$ cat src/rtl/kmd_pkg.sv
// kmd_pkg: shared types and constants for the key matrix debounce block
`timescale 1ns / 1ps
`default_nettype none

package kmd_pkg;

  localparam int unsigned CntW = 8;

  localparam logic [CntW-1:0] DebounceReset = 8'd5;

  typedef struct packed {
    logic load;
    logic copy;
  } lane_ctrl_t;

endpackage

`default_nettype wire

$ cat src/rtl/kmd_lane.sv
// kmd_lane: one row lane, holds the sample and stable row and flags a change
`timescale 1ns / 1ps
`default_nettype none

module kmd_lane #(
  parameter int unsigned COLS = 21
) (
  input  wire logic               clk_i,
  input  wire logic               rst_ni,
  input  wire logic [COLS-1:0]    columns_n_i,
  input  wire kmd_pkg::lane_ctrl_t ctrl_i,
  output logic                    differ_o,
  output logic [COLS-1:0]         stable_o
);

  logic [COLS-1:0] sample_q, sample_d;
  logic [COLS-1:0] stable_q;

  // pressed keys read high
  assign sample_d = ~columns_n_i;
  assign differ_o = (sample_d != sample_q);
  assign stable_o = stable_q;

  always_ff @(posedge clk_i or negedge rst_ni) begin
    if (!rst_ni) begin
      sample_q <= '0;
      stable_q <= '0;
    end else begin
      if (ctrl_i.load) begin
        sample_q <= sample_d;
      end
      if (ctrl_i.load && ctrl_i.copy) begin
        stable_q <= sample_d;
      end
    end
  end

endmodule

`default_nettype wire

$ cat src/rtl/kmd_merge.sv
// kmd_merge: combines lane change flags, runs the shared settle counter
`timescale 1ns / 1ps
`default_nettype none

module kmd_merge #(
  parameter int unsigned ROWS = 5
) (
  input  wire logic                      clk_i,
  input  wire logic                      rst_ni,
  input  wire logic                      accept_i,
  input  wire logic [ROWS-1:0]           differ_i,
  input  wire logic [kmd_pkg::CntW-1:0]  debounce_i,
  output kmd_pkg::lane_ctrl_t            ctrl_o,
  output logic [kmd_pkg::CntW-1:0]       settle_o,
  output logic                           changed_o
);

  logic [kmd_pkg::CntW-1:0] cnt_q, cnt_d, cnt_mid;
  logic                     changed_q;
  logic                     any_diff;
  logic                     copy;

  assign any_diff = |differ_i;

  always_comb begin
    cnt_mid = any_diff ? debounce_i : cnt_q;
    cnt_d   = cnt_mid;
    copy    = 1'b0;
    if (cnt_mid != '0) begin
      cnt_d = cnt_mid - kmd_pkg::CntW'(1);
      copy  = (cnt_d == '0);
    end
  end

  assign ctrl_o.load = accept_i;
  assign ctrl_o.copy = copy;
  assign settle_o    = cnt_q;
  assign changed_o   = changed_q;

  always_ff @(posedge clk_i or negedge rst_ni) begin
    if (!rst_ni) begin
      cnt_q     <= kmd_pkg::DebounceReset;
      changed_q <= 1'b0;
    end else if (accept_i) begin
      cnt_q     <= cnt_d;
      changed_q <= any_diff;
    end
  end

endmodule

`default_nettype wire

$ cat src/rtl/key_matrix_debounce.sv
// key_matrix_debounce: top level, row lanes, merge stage and output register
//
// channel   direction  content
// s_axis    in         one scan pass: active-low column lines of every row
// m_axis    out        stable rows, settle counter, sample change flag
// cfg       in         debounce scan count, written when cfg_wr_en_i is high
//
// one word per cycle; a word is taken whenever the output register is empty
// or being drained, the result appears in the cycle after acceptance
// the compare, counter update and row copy all finish in the accepting cycle
// reset clears samples and stable rows, loads counter and count with 5
// a stalled m_axis holds its word and s_axis_tready_o drops
`timescale 1ns / 1ps
`default_nettype none

module key_matrix_debounce #(
  parameter int unsigned ROWS = 5,
  parameter int unsigned COLS = 21
) (
  input  wire logic                     clk_i,
  input  wire logic                     rst_ni,
  input  wire logic                     s_axis_tvalid_i,
  output logic                          s_axis_tready_o,
  // row0_columns_n, row1_columns_n, ... (COLS bits each), zero padded
  input  wire logic [((ROWS * COLS + 7) / 8) * 8 - 1:0] s_axis_tdata_i,
  output logic                          m_axis_tvalid_o,
  input  wire logic                     m_axis_tready_i,
  // row0_stable, row1_stable, ... (COLS bits each), settle_left, sample_changed
  output logic [((ROWS * COLS + kmd_pkg::CntW + 1 + 7) / 8) * 8 - 1:0] m_axis_tdata_o,
  input  wire logic                     cfg_wr_en_i,
  input  wire logic [kmd_pkg::CntW-1:0] cfg_wr_data_i
);

  localparam int unsigned MatW = ROWS * COLS;

  logic                      accept;
  logic                      m_valid_q, m_valid_d;
  logic [kmd_pkg::CntW-1:0]  debounce_q;
  logic [ROWS-1:0]           differ;
  logic [COLS-1:0]           stable [ROWS];
  kmd_pkg::lane_ctrl_t       ctrl;
  logic [kmd_pkg::CntW-1:0]  settle;
  logic                      changed;

  assign s_axis_tready_o = !m_valid_q || m_axis_tready_i;
  assign accept          = s_axis_tvalid_i && s_axis_tready_o;
  assign m_valid_d       = accept || (m_valid_q && !m_axis_tready_i);
  assign m_axis_tvalid_o = m_valid_q;

  always_ff @(posedge clk_i or negedge rst_ni) begin
    if (!rst_ni) begin
      m_valid_q  <= 1'b0;
      debounce_q <= kmd_pkg::DebounceReset;
    end else begin
      m_valid_q <= m_valid_d;
      if (cfg_wr_en_i) begin
        debounce_q <= cfg_wr_data_i;
      end
    end
  end

  for (genvar r = 0; r < ROWS; r++) begin : g_lane
    kmd_lane #(
      .COLS(COLS)
    ) u_lane (
      .clk_i      (clk_i),
      .rst_ni     (rst_ni),
      .columns_n_i(s_axis_tdata_i[r*COLS +: COLS]),
      .ctrl_i     (ctrl),
      .differ_o   (differ[r]),
      .stable_o   (stable[r])
    );
  end

  kmd_merge #(
    .ROWS(ROWS)
  ) u_merge (
    .clk_i     (clk_i),
    .rst_ni    (rst_ni),
    .accept_i  (accept),
    .differ_i  (differ),
    .debounce_i(debounce_q),
    .ctrl_o    (ctrl),
    .settle_o  (settle),
    .changed_o (changed)
  );

  // state only moves on acceptance, so it always matches the held word
  always_comb begin
    m_axis_tdata_o = '0;
    for (int r = 0; r < ROWS; r++) begin
      m_axis_tdata_o[r*COLS +: COLS] = stable[r];
    end
    m_axis_tdata_o[MatW +: kmd_pkg::CntW] = settle;
    m_axis_tdata_o[MatW + kmd_pkg::CntW]  = changed;
  end

endmodule

`default_nettype wire
$ cat config.mk
export PLATFORM = sky130hd
export DESIGN_NAME = key_matrix_debounce
export DESIGN_NICKNAME = d
export VERILOG_FILES = /design/src/rtl/kmd_pkg.sv /design/src/rtl/kmd_lane.sv /design/src/rtl/kmd_merge.sv /design/src/rtl/key_matrix_debounce.sv
export SDC_FILE = /design/constraint.sdc
export NUM_CORES = 1
export LEC_CHECK = 0
export BUFFER_PORTS_ARGS = -buffer_cell sky130_fd_sc_hd__buf_2
export CORE_MARGIN = 5
export CORE_UTILIZATION = 30
export CTS_CLUSTER_DIAMETER = 40
export DETAILED_ROUTE_END_ITERATION = 8
export GPL_TIMING_DRIVEN = 0
export SLEW_MARGIN = 20
export SYNTH_ARGS = -nofsm -noshare
export SYNTH_HDL_FRONTEND = slang
export SYNTH_SLANG_ARGS = --single-unit
$ cat constraint.sdc
create_clock -name clk_i -period 9.7 [get_ports clk_i]
set_input_delay 1.94 -clock clk_i [delete_from_list [all_inputs] [get_ports clk_i]]
set_output_delay 1.94 -clock clk_i [all_outputs]
set_load 0.02 [all_outputs]
==> results of run 1 <==
-- state kept, by name, indices dropped and copies added (netlist names) --
| signal | count |
|---|---|
| g_lane.u_lane.sample_q | 105 |
| u_merge.changed_o | 1 |
| u_merge.settle_o | 8 |
| g_lane.u_lane.stable_o | 105 |
| m_axis_tvalid_o | 1 |
| debounce_q | 8 |
-- cell type report --
cell class                 count  area (sq um)
buffer                        48           298
clock buffer                  47          1050
clock inverter                22           332
fill                        3444         20800
inverter                     108           405
multi-input combinational    609          4110
sequential                   228          5710
tap                          455           569
timing repair buffer         235          1250
-- stage by stage --
stage	total power, mW	cell area [sq um]
after CTS	3.10	13700
after floorplan	1.41	10500
after global routing	3.20	13700
after global placement	1.61	12300
final	3.06	13700
after detailed placement	1.62	12300
-- report_power, final --
part,internal (mW),leakage [nW],switching (mW)
logic,0.163,4.15,0.305
registers,1.06,2.45,0.0748
clock network,0.962,0.675,0.487
total,2.19,7.28,0.867
-- layer usage --
| layer | up-vias | track usage (%) |
|---|---|---|
| met5 | - | 0 |
| met4 | 0 | 4.29 |
| met3 | 56 | 3.85 |
| met2 | 268 | 25.2 |
| met1 | 3890 | 22.0 |
| li1 | 3839 | - |
-- kinds of logic after synthesis --
family | share of synthesized area [%]
xor+xnor | 9.42
fa+ha+maj | 0.357
mux | 11.8
compound gates | 7.01
buf+inv | 6.70
flops | 54.4
simple gates | 10.3
other cells | 0.0357
-- worst paths after layout --
kind                                                           startpoint                                   endpoint  slack, ps
worst min-delay path            g_lane[0].u_lane.sample_q[10]$_DFFE_PN0P_  g_lane[0].u_lane.sample_q[10]$_DFFE_PN0P_        490
worst max-delay path                                   s_axis_tdata_i[91]   g_lane[2].u_lane.stable_o[1]$_DFFE_PN0P_       3770
worst min register to register  g_lane[0].u_lane.sample_q[10]$_DFFE_PN0P_  g_lane[0].u_lane.sample_q[10]$_DFFE_PN0P_        490
min in group asynchronous                                          rst_ni  g_lane[1].u_lane.stable_o[18]$_DFFE_PN0P_       1260
max in group asynchronous                                          rst_ni                  debounce_q[0]$_DFFE_PN1P_       7030
worst max register to register   g_lane[4].u_lane.sample_q[7]$_DFFE_PN0P_   g_lane[2].u_lane.stable_o[1]$_DFFE_PN0P_       4940
-- cells in the mapped netlist (2+ instances only) --
| library cell | n | area share [%] |
|---|---|---|
| or3_1 | 2 | 0.12 |
| nand2b_1 | 5 | 0.30 |
| nand4_1 | 40 | 2.4 |
| nor3_1 | 5 | 0.24 |
| mux2i_1 | 109 | 10 |
| clkbuf_1 | 20 | 0.71 |
| dfrtp_1 | 224 | 53 |
| buf_1 | 8 | 0.29 |
| nor2_1 | 17 | 0.61 |
| nand3_1 | 3 | 0.14 |
| nor4_1 | 18 | 1.1 |
| mux2_2 | 13 | 1.4 |
| dfstp_2 | 4 | 1.0 |
| inv_1 | 108 | 3.9 |
| o21ai_0 | 115 | 5.5 |
| a21oi_1 | 3 | 0.14 |
| nand2_1 | 132 | 4.7 |
| xor2_1 | 88 | 7.3 |
| a21boi_0 | 2 | 0.14 |
| buf_4 | 13 | 0.93 |
| xnor2_1 | 25 | 2.1 |
| buf_8 | 6 | 0.86 |
| o31ai_1 | 5 | 0.36 |
| ha_1 | 3 | 0.36 |
-- worst max-delay path, delay by kind of cell --
| family | cells | cell delay [ps] |
|---|---|---|
| muxes | 2 | 520 |
| AOI/OAI and AO/OA | 4 | 550 |
| buffers and inverters | 6 | 1360 |
| and+or+nand+nor | 5 | 1390 |
| xor gates and xnor gates | 1 | 360 |
| adders and majority gates | 1 | 220 |
==> flow_summary.yaml, run 1 <==
detailed_routing:
  viasPerCell: 4.60
  antenna_left: 0
  dr.max_layer_used: "met4"
  drt_first_pass_iters: 4
  routedWlPerCell_um: 17.9
  drt-met1-wl_um: 14200
  routed-via-count: 8053
  routed-wl-met2_um: 14300
  drt-initial-drc-count: 438
  met3_length_um: 2220
  drt_wl_total_um: 31400
  drc: 0
placement:
  pre_cts_ws_ps: 3300
  dp_hpwl_um: 24600
  dpl.cell_count: 1683
  gp_congestion: 0.889
  port-buffer-count: 232
clock_network:
  cts_setup_buffers: 0
  clock_latency_ps: 520
  cts_tree: "done"
  ctsResizeCount: 0
  clockBufferDepth: 3
  cts-root-buf: "clkbuf_16"
  htreeDepth: 2
  path_clk_slew_ps: 50
  cts.sinks: 228
  cts_buffers: 39
  postCtsHoldBufs: 0
cells_and_area:
  final_util_pct: 39.7
  final_common_cell: "buf_2"
  nNetsFinal: 1397
  diodes: 0
  instances_no_fill: 1752
  syn_to_final_growth_pct: 30.7
  drive_above_1_share_pct: 26.1
  layout.cells.most_common_list: "232 x buf_2, 224 x dfrtp_1, 132 x nand2_1, 115 x o21ai_0, 109 x mux2i_1"
worst_setup_path:
  criticalPathCategory: "primary input to flop"
  end_kind: "flop"
  max_stage_delay_ps: 480
  slowest_stage: "nor3_4"
  path_cells: "buf_2 -> xor2_1 -> nand4_1 -> nor4_1 -> nand4_1 -> nor3_4 -> buf_2 -> mux2i_1 -> ha_1 -> clkbuf_1 -> nand2_1 -> o21ai_0 -> o21ai_0 -> o21bai_1 -> o2111ai_1 -> buf_4 -> buf_8 -> buf_8 -> mux2i_1"
  cp-start-kind: "primary input"
  critPathRequiredTime_ps: 10120
  crit_fanout: 10
  arrival_ps: 6350
  r2r_cells: 18
power:
  p_leak_nw: 7.28
  peakVddDrop_mv: 0.126
  power_density_nw_per_um2: 223
logic_synthesis:
  yosysWarnings: 0
  netlist_area_sq_um: 10500
  yosysSeqAreaShare_pct: 54.4
  syn_avg_cell_area_sq_um: 10.6
  async_flop_share_pct: 100
  yosys_most_used_dff: "dfrtp_1"
  synth_edf_count: 0
  ys_ff_latch: 228
  synthDistinctLibCells: 44
  synth_cells: 988
floorplan:
  rows: 68
  die_x_um: 197
  pin_count: 247
  start_util_pct: 30.4
  die-height_um: 197
  die_area_sq_um: 38900
  coreArea_sq_um: 34500
sta:
  clock_skew_ps: 21.7
  maxSlewViolCount: 0
  final.min_clock_period_ps: 5930
  max_freq_ghz: 0.169
  worst_pin_slew_ps: 683
  setup_tns_ps: 0
  period_share_pct: 61.1
  rsz0062_at_grt: "no"
  setup_viol: 0
  fin_ws_ps: 3770
  slew_headroom_pct: 54.1
  hold_viol_final: 0
  hold_slack_ps: 495
global_route:
  grt_pass1_vias: 8285
  grt_max_degree: 81
  antenna_found_initial: 0
  grt_remaining_overflow: 0
  grt_first_pass_wirelength_um: 48200
  gr-usage-all-layers_pct: 15.9
run_status:
  status: "complete, no violations"
flow_run:
  cap_violations: 0
hold_path:
  holdPathStages: 2
  hold_path_class: "flop to flop"
No activity file was read; power rests on OpenSTA's default activity.
==> run 2: changes to the inputs <==
clock period = 4.81 ns   (was 9.7 ns; I/O delays follow)
==> run 2 against run 1 <==
  * Cell count rose by 0.11%
  * Wire length is essentially flat
  * Register-to-register slack lost 4400 ps
  * Sequential share of layout area is 0.061 points lower
  * Design area increased by 0.15%
==> flow_summary.yaml, run 2 (synthesized netlist as in run 1, its figures left out) <==
sta:
  hold_slack_ps: 286
  hold_viol_final: 0
  final.min_clock_period_ps: 4500
  maxSlewViolCount: 0
  fin_ws_ps: 312
  period_share_pct: 93.5
  max_freq_ghz: 0.222
  rsz0062_at_grt: "no"
  slew_headroom_pct: 54.7
  worst_pin_slew_ps: 674
  setup_viol: 0
  clock_skew_ps: 21.4
clock_network:
  clockBufferDepth: 3
  cts-root-buf: "clkbuf_16"
  postCtsHoldBufs: 0
  path_clk_slew_ps: 50
  clock_latency_ps: 520
  cts_buffers: 39
  cts.sinks: 228
  htreeDepth: 2
  cts_tree: "done"
placement:
  port-buffer-count: 232
  dpl.cell_count: 1683
  gp_congestion: 0.889
  dp_hpwl_um: 24600
  pre_cts_ws_ps: -610
detailed_routing:
  routedWlPerCell_um: 17.9
  drt-initial-drc-count: 407
  viasPerCell: 4.60
  routed-via-count: 8071
  drt_wl_total_um: 31500
  antenna_left: 0
  drc: 0
  drt_first_pass_iters: 4
power:
  peakVddDrop_mv: 0.255
  p_leak_nw: 7.29
  power.share.sequential_pct: 37.3
  power_density_nw_per_um2: 449
  p_int_mw: 4.42
  pwr-share-clk_pct: 47.4
  swShare_pct: 28.4
  p_switching_mw: 1.75
  comb_power_share_pct: 15.3
cells_and_area:
  multi_input_area_sq_um: 4110
  seqCellArea_sq_um: 5710
  fill_cells: 3447
  diodes: 0
  final_common_cell: "buf_2"
  layout.cells.most_common_list: "232 x buf_2, 224 x dfrtp_1, 132 x nand2_1, 115 x o21ai_0"
  instances_no_fill: 1754
  nNetsFinal: 1399
  final_util_pct: 39.8
  syn_to_final_growth_pct: 30.8
  drive_above_1_share_pct: 26.4
floorplan:
  coreArea_sq_um: 34500
  start_util_pct: 30.4
  rows: 68
  die-height_um: 197
  die_area_sq_um: 38900
  die_x_um: 197
  pin_count: 247
global_route:
  grt_first_pass_wirelength_um: 48300
  grt_pass1_vias: 8290
  antenna_found_initial: 0
  gr-usage-all-layers_pct: 15.9
  grt_remaining_overflow: 0
  grt_max_degree: 81
worst_setup_path:
  crit_fanout: 10
  arrival_ps: 4920
  r2r_cells: 18
  criticalPathCategory: "primary input to flop"
  end_kind: "flop"
  cp-start-kind: "primary input"
  critPathRequiredTime_ps: 5230
run_status:
  status: "complete, no violations"
hold_path:
  hold_path_class: "primary input to async pin"
flow_run:
  cap_violations: 0
==> run 2: cell count changes in the layout (fill, tap and decap cells not counted), sizes merged <==
cell	previous run	this run
buf	263	265
==> run 2: critical path: stages <==
cell and delay, ps:
buf_2 130, xor2_1 370, nand4_1 180, nor4_1 360, nand4_1 220, nor3_4 250, buf_2 270, mux2i_1 340
ha_1 220, clkbuf_2 220, xor2_1 90, nor3_1 140, nand4_1 110, mux2i_1 190, o2111ai_1 140, buf_4 210
buf_8 180, buf_8 160, mux2i_1 170
==> run 2: power by group through the flow <==
stage / registers (mW) / clock network (mW) / logic, mW
finish: 2.30 / 2.92 / 0.945
global route: 2.33 / 3.08 / 1.05
detailed placement: 2.33 / 0 / 0.950
global placement: 2.32 / 0 / 0.926
floorplan: 2.43 / 0 / 0.410
CTS: 2.30 / 2.99 / 0.954
==> run 2: layer usage <==
metal  GRT usage (%)  part of all wire [%]  vias to the layer above
met5               0                     0                        -
met1            22.0                    45                     3899
met4            4.29                   2.3                        0
met2            25.3                    46                      278
met3            3.85                   7.3                       51
li1                -                     -                     3843
==> run 2: final timing paths <==
check | slack (ps) | to | start
worst min register to register | 490 | g_lane[0].u_lane.sample_q[10]$_DFFE_PN0P_ | g_lane[0].u_lane.sample_q[10]$_DFFE_PN0P_
max in group asynchronous | 3130 | debounce_q[0]$_DFFE_PN1P_ | rst_ni
worst max-delay path | 310 | g_lane[2].u_lane.stable_o[1]$_DFFE_PN0P_ | s_axis_tdata_i[91]
worst min-delay path | 290 | g_lane[1].u_lane.stable_o[18]$_DFFE_PN0P_ | rst_ni
worst max register to register | 510 | g_lane[2].u_lane.stable_o[1]$_DFFE_PN0P_ | g_lane[4].u_lane.sample_q[7]$_DFFE_PN0P_
min in group clk_i | 490 | g_lane[0].u_lane.sample_q[10]$_DFFE_PN0P_ | g_lane[0].u_lane.sample_q[10]$_DFFE_PN0P_
==> run 2: cell type report <==
cell class,instances,share of cell area (%)
timing repair buffer,237,9.23
clock inverter,22,2.41
sequential,228,41.6
multi-input combinational,609,29.9
inverter,108,2.95
buffer,48,2.18
clock buffer,47,7.61
tap,455,4.14
==> run 2: per-stage QoR <==
step / total power [mW] / TNS [ps] / area (sq um)
finish: 6.17 / 0 / 13700
global route: 6.45 / 0 / 13700
CTS: 6.25 / 0 / 13700
detailed placement: 3.28 / -53430 / 12300
global placement: 3.24 / -375280 / 12300
floorplan: 2.84 / 0 / 10500
==> run 2: timing repair <==
item,CTS,global route
endpoints found under the setup margin,50,105
setup buffers,2,0
resized for setup,0,3
pin swaps,1,0
==> run 3: changes to the inputs <==
SYNTH_HIERARCHICAL = 1   (was unset)
clock period = 5.5 ns   (was 4.81 ns; I/O delays follow)
==> run 3 against run 2 <==
  * Clock power fell by 10%
  * Sequential power fell by 13%
  * Synthesized cell count fell by 3.6%
  * Register-to-register slack improved by 200 ps
  * Die area fell by 1.9%
  * Cell count fell by 2.2%
  * Combinational power fell by 25%
  * Via count fell by 6.3%
  * Global-route usage fell by 1.9 points
  * Critical path type unchanged
  * Largest cell class unchanged
==> flow_summary.yaml, run 3 <==
run_status:
  status: "complete, no violations"
detailed_routing:
  drt_first_pass_iters: 4
  drt_wl_total_um: 26800
  drt-initial-drc-count: 209
  antenna_left: 0
  viasPerCell: 4.41
  drc: 0
  routedWlPerCell_um: 15.6
  routed-via-count: 7560
flow_run:
  cap_violations: 0
sta:
  period_share_pct: 93.2
  final.min_clock_period_ps: 5130
  clock_skew_ps: 20.4
  setup_tns_ps: 0
  hold_viol_final: 0
  maxSlewViolCount: 0
  slew_headroom_pct: 38.2
  max_freq_ghz: 0.195
  worst_pin_slew_ps: 920
  hold_slack_ps: 469
  setup_viol: 0
  fin_ws_ps: 371
hold_path:
  hold_path_class: "flop to flop"
logic_synthesis:
  ys_top_cells_by_count: "224 x dfrtp_1, 112 x nand2_1, 112 x o21ai_0"
  synth.top_cell.area_share_pct: 54.5
  netlist_area_sq_um: 10300
  synth.largest_area_cell: "dfrtp_1"
  synth.most_common_cell: "dfrtp_1"
  yosysWarnings: 6
  yosys_most_used_dff: "dfrtp_1"
  synthDistinctLibCells: 51
  async_flop_share_pct: 100
  synth_top_cells_by_area: "dfrtp_1 54%, mux2i_1 11%, xor2_1 7.4%, o21ai_0 5.4%, nand2_1 4.1%"
  syn_avg_cell_area_sq_um: 10.8
  synth_cells: 952
  synth_edf_count: 0
  ys_ff_latch: 228
  yosysSeqAreaShare_pct: 55.5
clock_network:
  cts-root-buf: "clkbuf_16"
  cts_setup_buffers: 0
  clockBufferDepth: 3
  cts.sinks: 228
  path_clk_slew_ps: 50
  htreeDepth: 2
  cts_buffers: 42
  cts_tree: "done"
  clock_latency_ps: 520
cells_and_area:
  syn_to_final_growth_pct: 32.2
  instances_no_fill: 1716
  fill_cells: 3320
  layout.cells.most_common_list: "251 x buf_2, 224 x dfrtp_1, 112 x nand2_1, 112 x o21ai_0, 111 x inv_1"
  final_common_cell: "buf_2"
  final_util_pct: 40.4
  fin_area_sq_um: 13600
  nNetsFinal: 1362
  drive_above_1_share_pct: 29.5
worst_setup_path:
  crit_fanout: 10
  reg2reg_to: "g_lane[1].u_lane/stable_o[11]$_DFFE_PN0P_"
  endpoint: "g_lane[1].u_lane/stable_o[11]$_DFFE_PN0P_"
  critPathRequiredTime_ps: 5920
  end_kind: "flop"
  r2r_setup_slack_ps: 710
  cp-start-kind: "primary input"
  r2r_cells: 17
  arrival_ps: 5550
  r2r_start: "g_lane[1].u_lane/sample_q[12]$_DFFE_PN0P_"
  criticalPathCategory: "primary input to flop"
  critPathLaunch: "s_axis_tdata_i[33]"
placement:
  dpl.cell_count: 1639
  gp_congestion: 0.794
  dpl_cell_area_sq_um: 12100
  pre_cts_ws_ps: -904
  dp_hpwl_um: 19900
  port-buffer-count: 232
power:
  finalPower_mw: 5.33
  p_switching_mw: 1.45
  p_int_mw: 3.88
  pwr-share-clk_pct: 49.1
  swShare_pct: 27.2
  power.share.sequential_pct: 37.6
  comb_power_share_pct: 13.3
  peakVddDrop_mv: 0.198
  power_density_nw_per_um2: 392
  p_leak_nw: 6.89
floorplan:
  die-height_um: 195
  die_x_um: 195
  start_util_pct: 30.5
  die_area_sq_um: 38100
  rows: 67
  coreArea_sq_um: 33700
  pin_count: 247
global_route:
  grt_remaining_overflow: 0
  gr-usage-all-layers_pct: 14.0
  antenna_found_initial: 1
  grt_first_pass_wirelength_um: 43700
  grt_max_degree: 86
  grt_pass1_vias: 7872
[run 3: cell count changes after synthesis, sizes merged, moves of 5 or more]
| cell | delta |
|---|---|
| nor4 | -8 |
| nand4 | -18 |
| nor2 | -7 |
| a21oi | +5 |
| nand3 | +6 |
| or3 | +5 |
| nand2 | -19 |
[run 3: kinds of logic (layout without fill, tap and decap cells)]
group                      count (synthesis)  after routing  share of synthesized area [%]
AOI/OAI and AO/OA                        137            137                           7.48
other                                      1              7                         0.0364
DFF                                      228            228                           55.5
muxes                                    118            118                           11.9
buffers and inverters                    161            471                           6.53
adders and majority gates                  3              3                          0.365
and+or+nand+nor                          194            194                           8.83
xor gates and xnor gates                 110            110                           9.36
[run 3: worst max-delay path, cell delays in order]
cell and delay (ps):
buf_2 120, xor2_1 160, nand4_1 130, nor4_1 390, nand4_1 240, or3_1 470, nor2_2 210, clkbuf_4 270
mux2i_4 340, ha_4 250, inv_1 90, o31ai_1 330, o221ai_1 150, nor4b_1 350, buf_4 260, nand2_1 160
clkbuf_1 260, o21ai_0 230
[run 3: routing by layer]
layer	part of all wire [%]	track usage, %	routed length [um]
met4	2.3	4.40	620
met1	45	18.7	12000
met5	0	0	0
met3	5.0	3.19	1350
met2	48	22.8	12900
[run 3: power by group through the flow]
stage | clock [mW] | combinational, mW | sequential (mW)
2_1_floorplan | 0 | 0.360 | 2.10
3_3_place_gp | 0 | 0.698 | 2.02
3_5_place_dp | 0 | 0.718 | 2.03
4_1_cts | 2.70 | 0.723 | 2.01
5_1_grt | 2.78 | 0.798 | 2.03
6_report | 2.62 | 0.707 | 2.01
[run 3: worst min-delay path by stage]
stage | startpoint | cells after the start | slack, ps | to
floorplan | u_merge/changed_o$_DFFE_PN0P_ | 2 | 490 | u_merge/changed_o$_DFFE_PN0P_
global placement | g_lane[4].u_lane/stable_o[18]$_DFFE_PN0P_ | 2 | 460 | g_lane[4].u_lane/stable_o[18]$_DFFE_PN0P_
detailed placement | g_lane[1].u_lane/stable_o[20]$_DFFE_PN0P_ | 2 | 460 | g_lane[1].u_lane/stable_o[20]$_DFFE_PN0P_
CTS | g_lane[1].u_lane/stable_o[20]$_DFFE_PN0P_ | 2 | 480 | g_lane[1].u_lane/stable_o[20]$_DFFE_PN0P_
global route | g_lane[3].u_lane/stable_o[13]$_DFFE_PN0P_ | 2 | 500 | g_lane[3].u_lane/stable_o[13]$_DFFE_PN0P_
finish | g_lane[3].u_lane/stable_o[12]$_DFFE_PN0P_ | 2 | 470 | g_lane[3].u_lane/stable_o[12]$_DFFE_PN0P_
[run 3: repair_timing]
item / in CTS / in global routing
endpoints found under the setup margin: 105 / 105
gates resized for setup: 3 / 13
pin swaps: 0 / 0
endpoints found under the hold margin: 0 / 0
hold buffers: 0 / 0
[run 3: area by class of cell]
cell class	instances	area, sq um	share of cell area, %
multi-input combinational	568	3970	29.1
tap	448	561	4.12
antenna	1	2.50	0.0184
sequential	228	5710	42.0
buffer	49	259	1.90
clock buffer	50	1190	8.78
inverter	111	417	3.06
timing repair buffer	234	1230	9.01
clock inverter	27	272	2.00
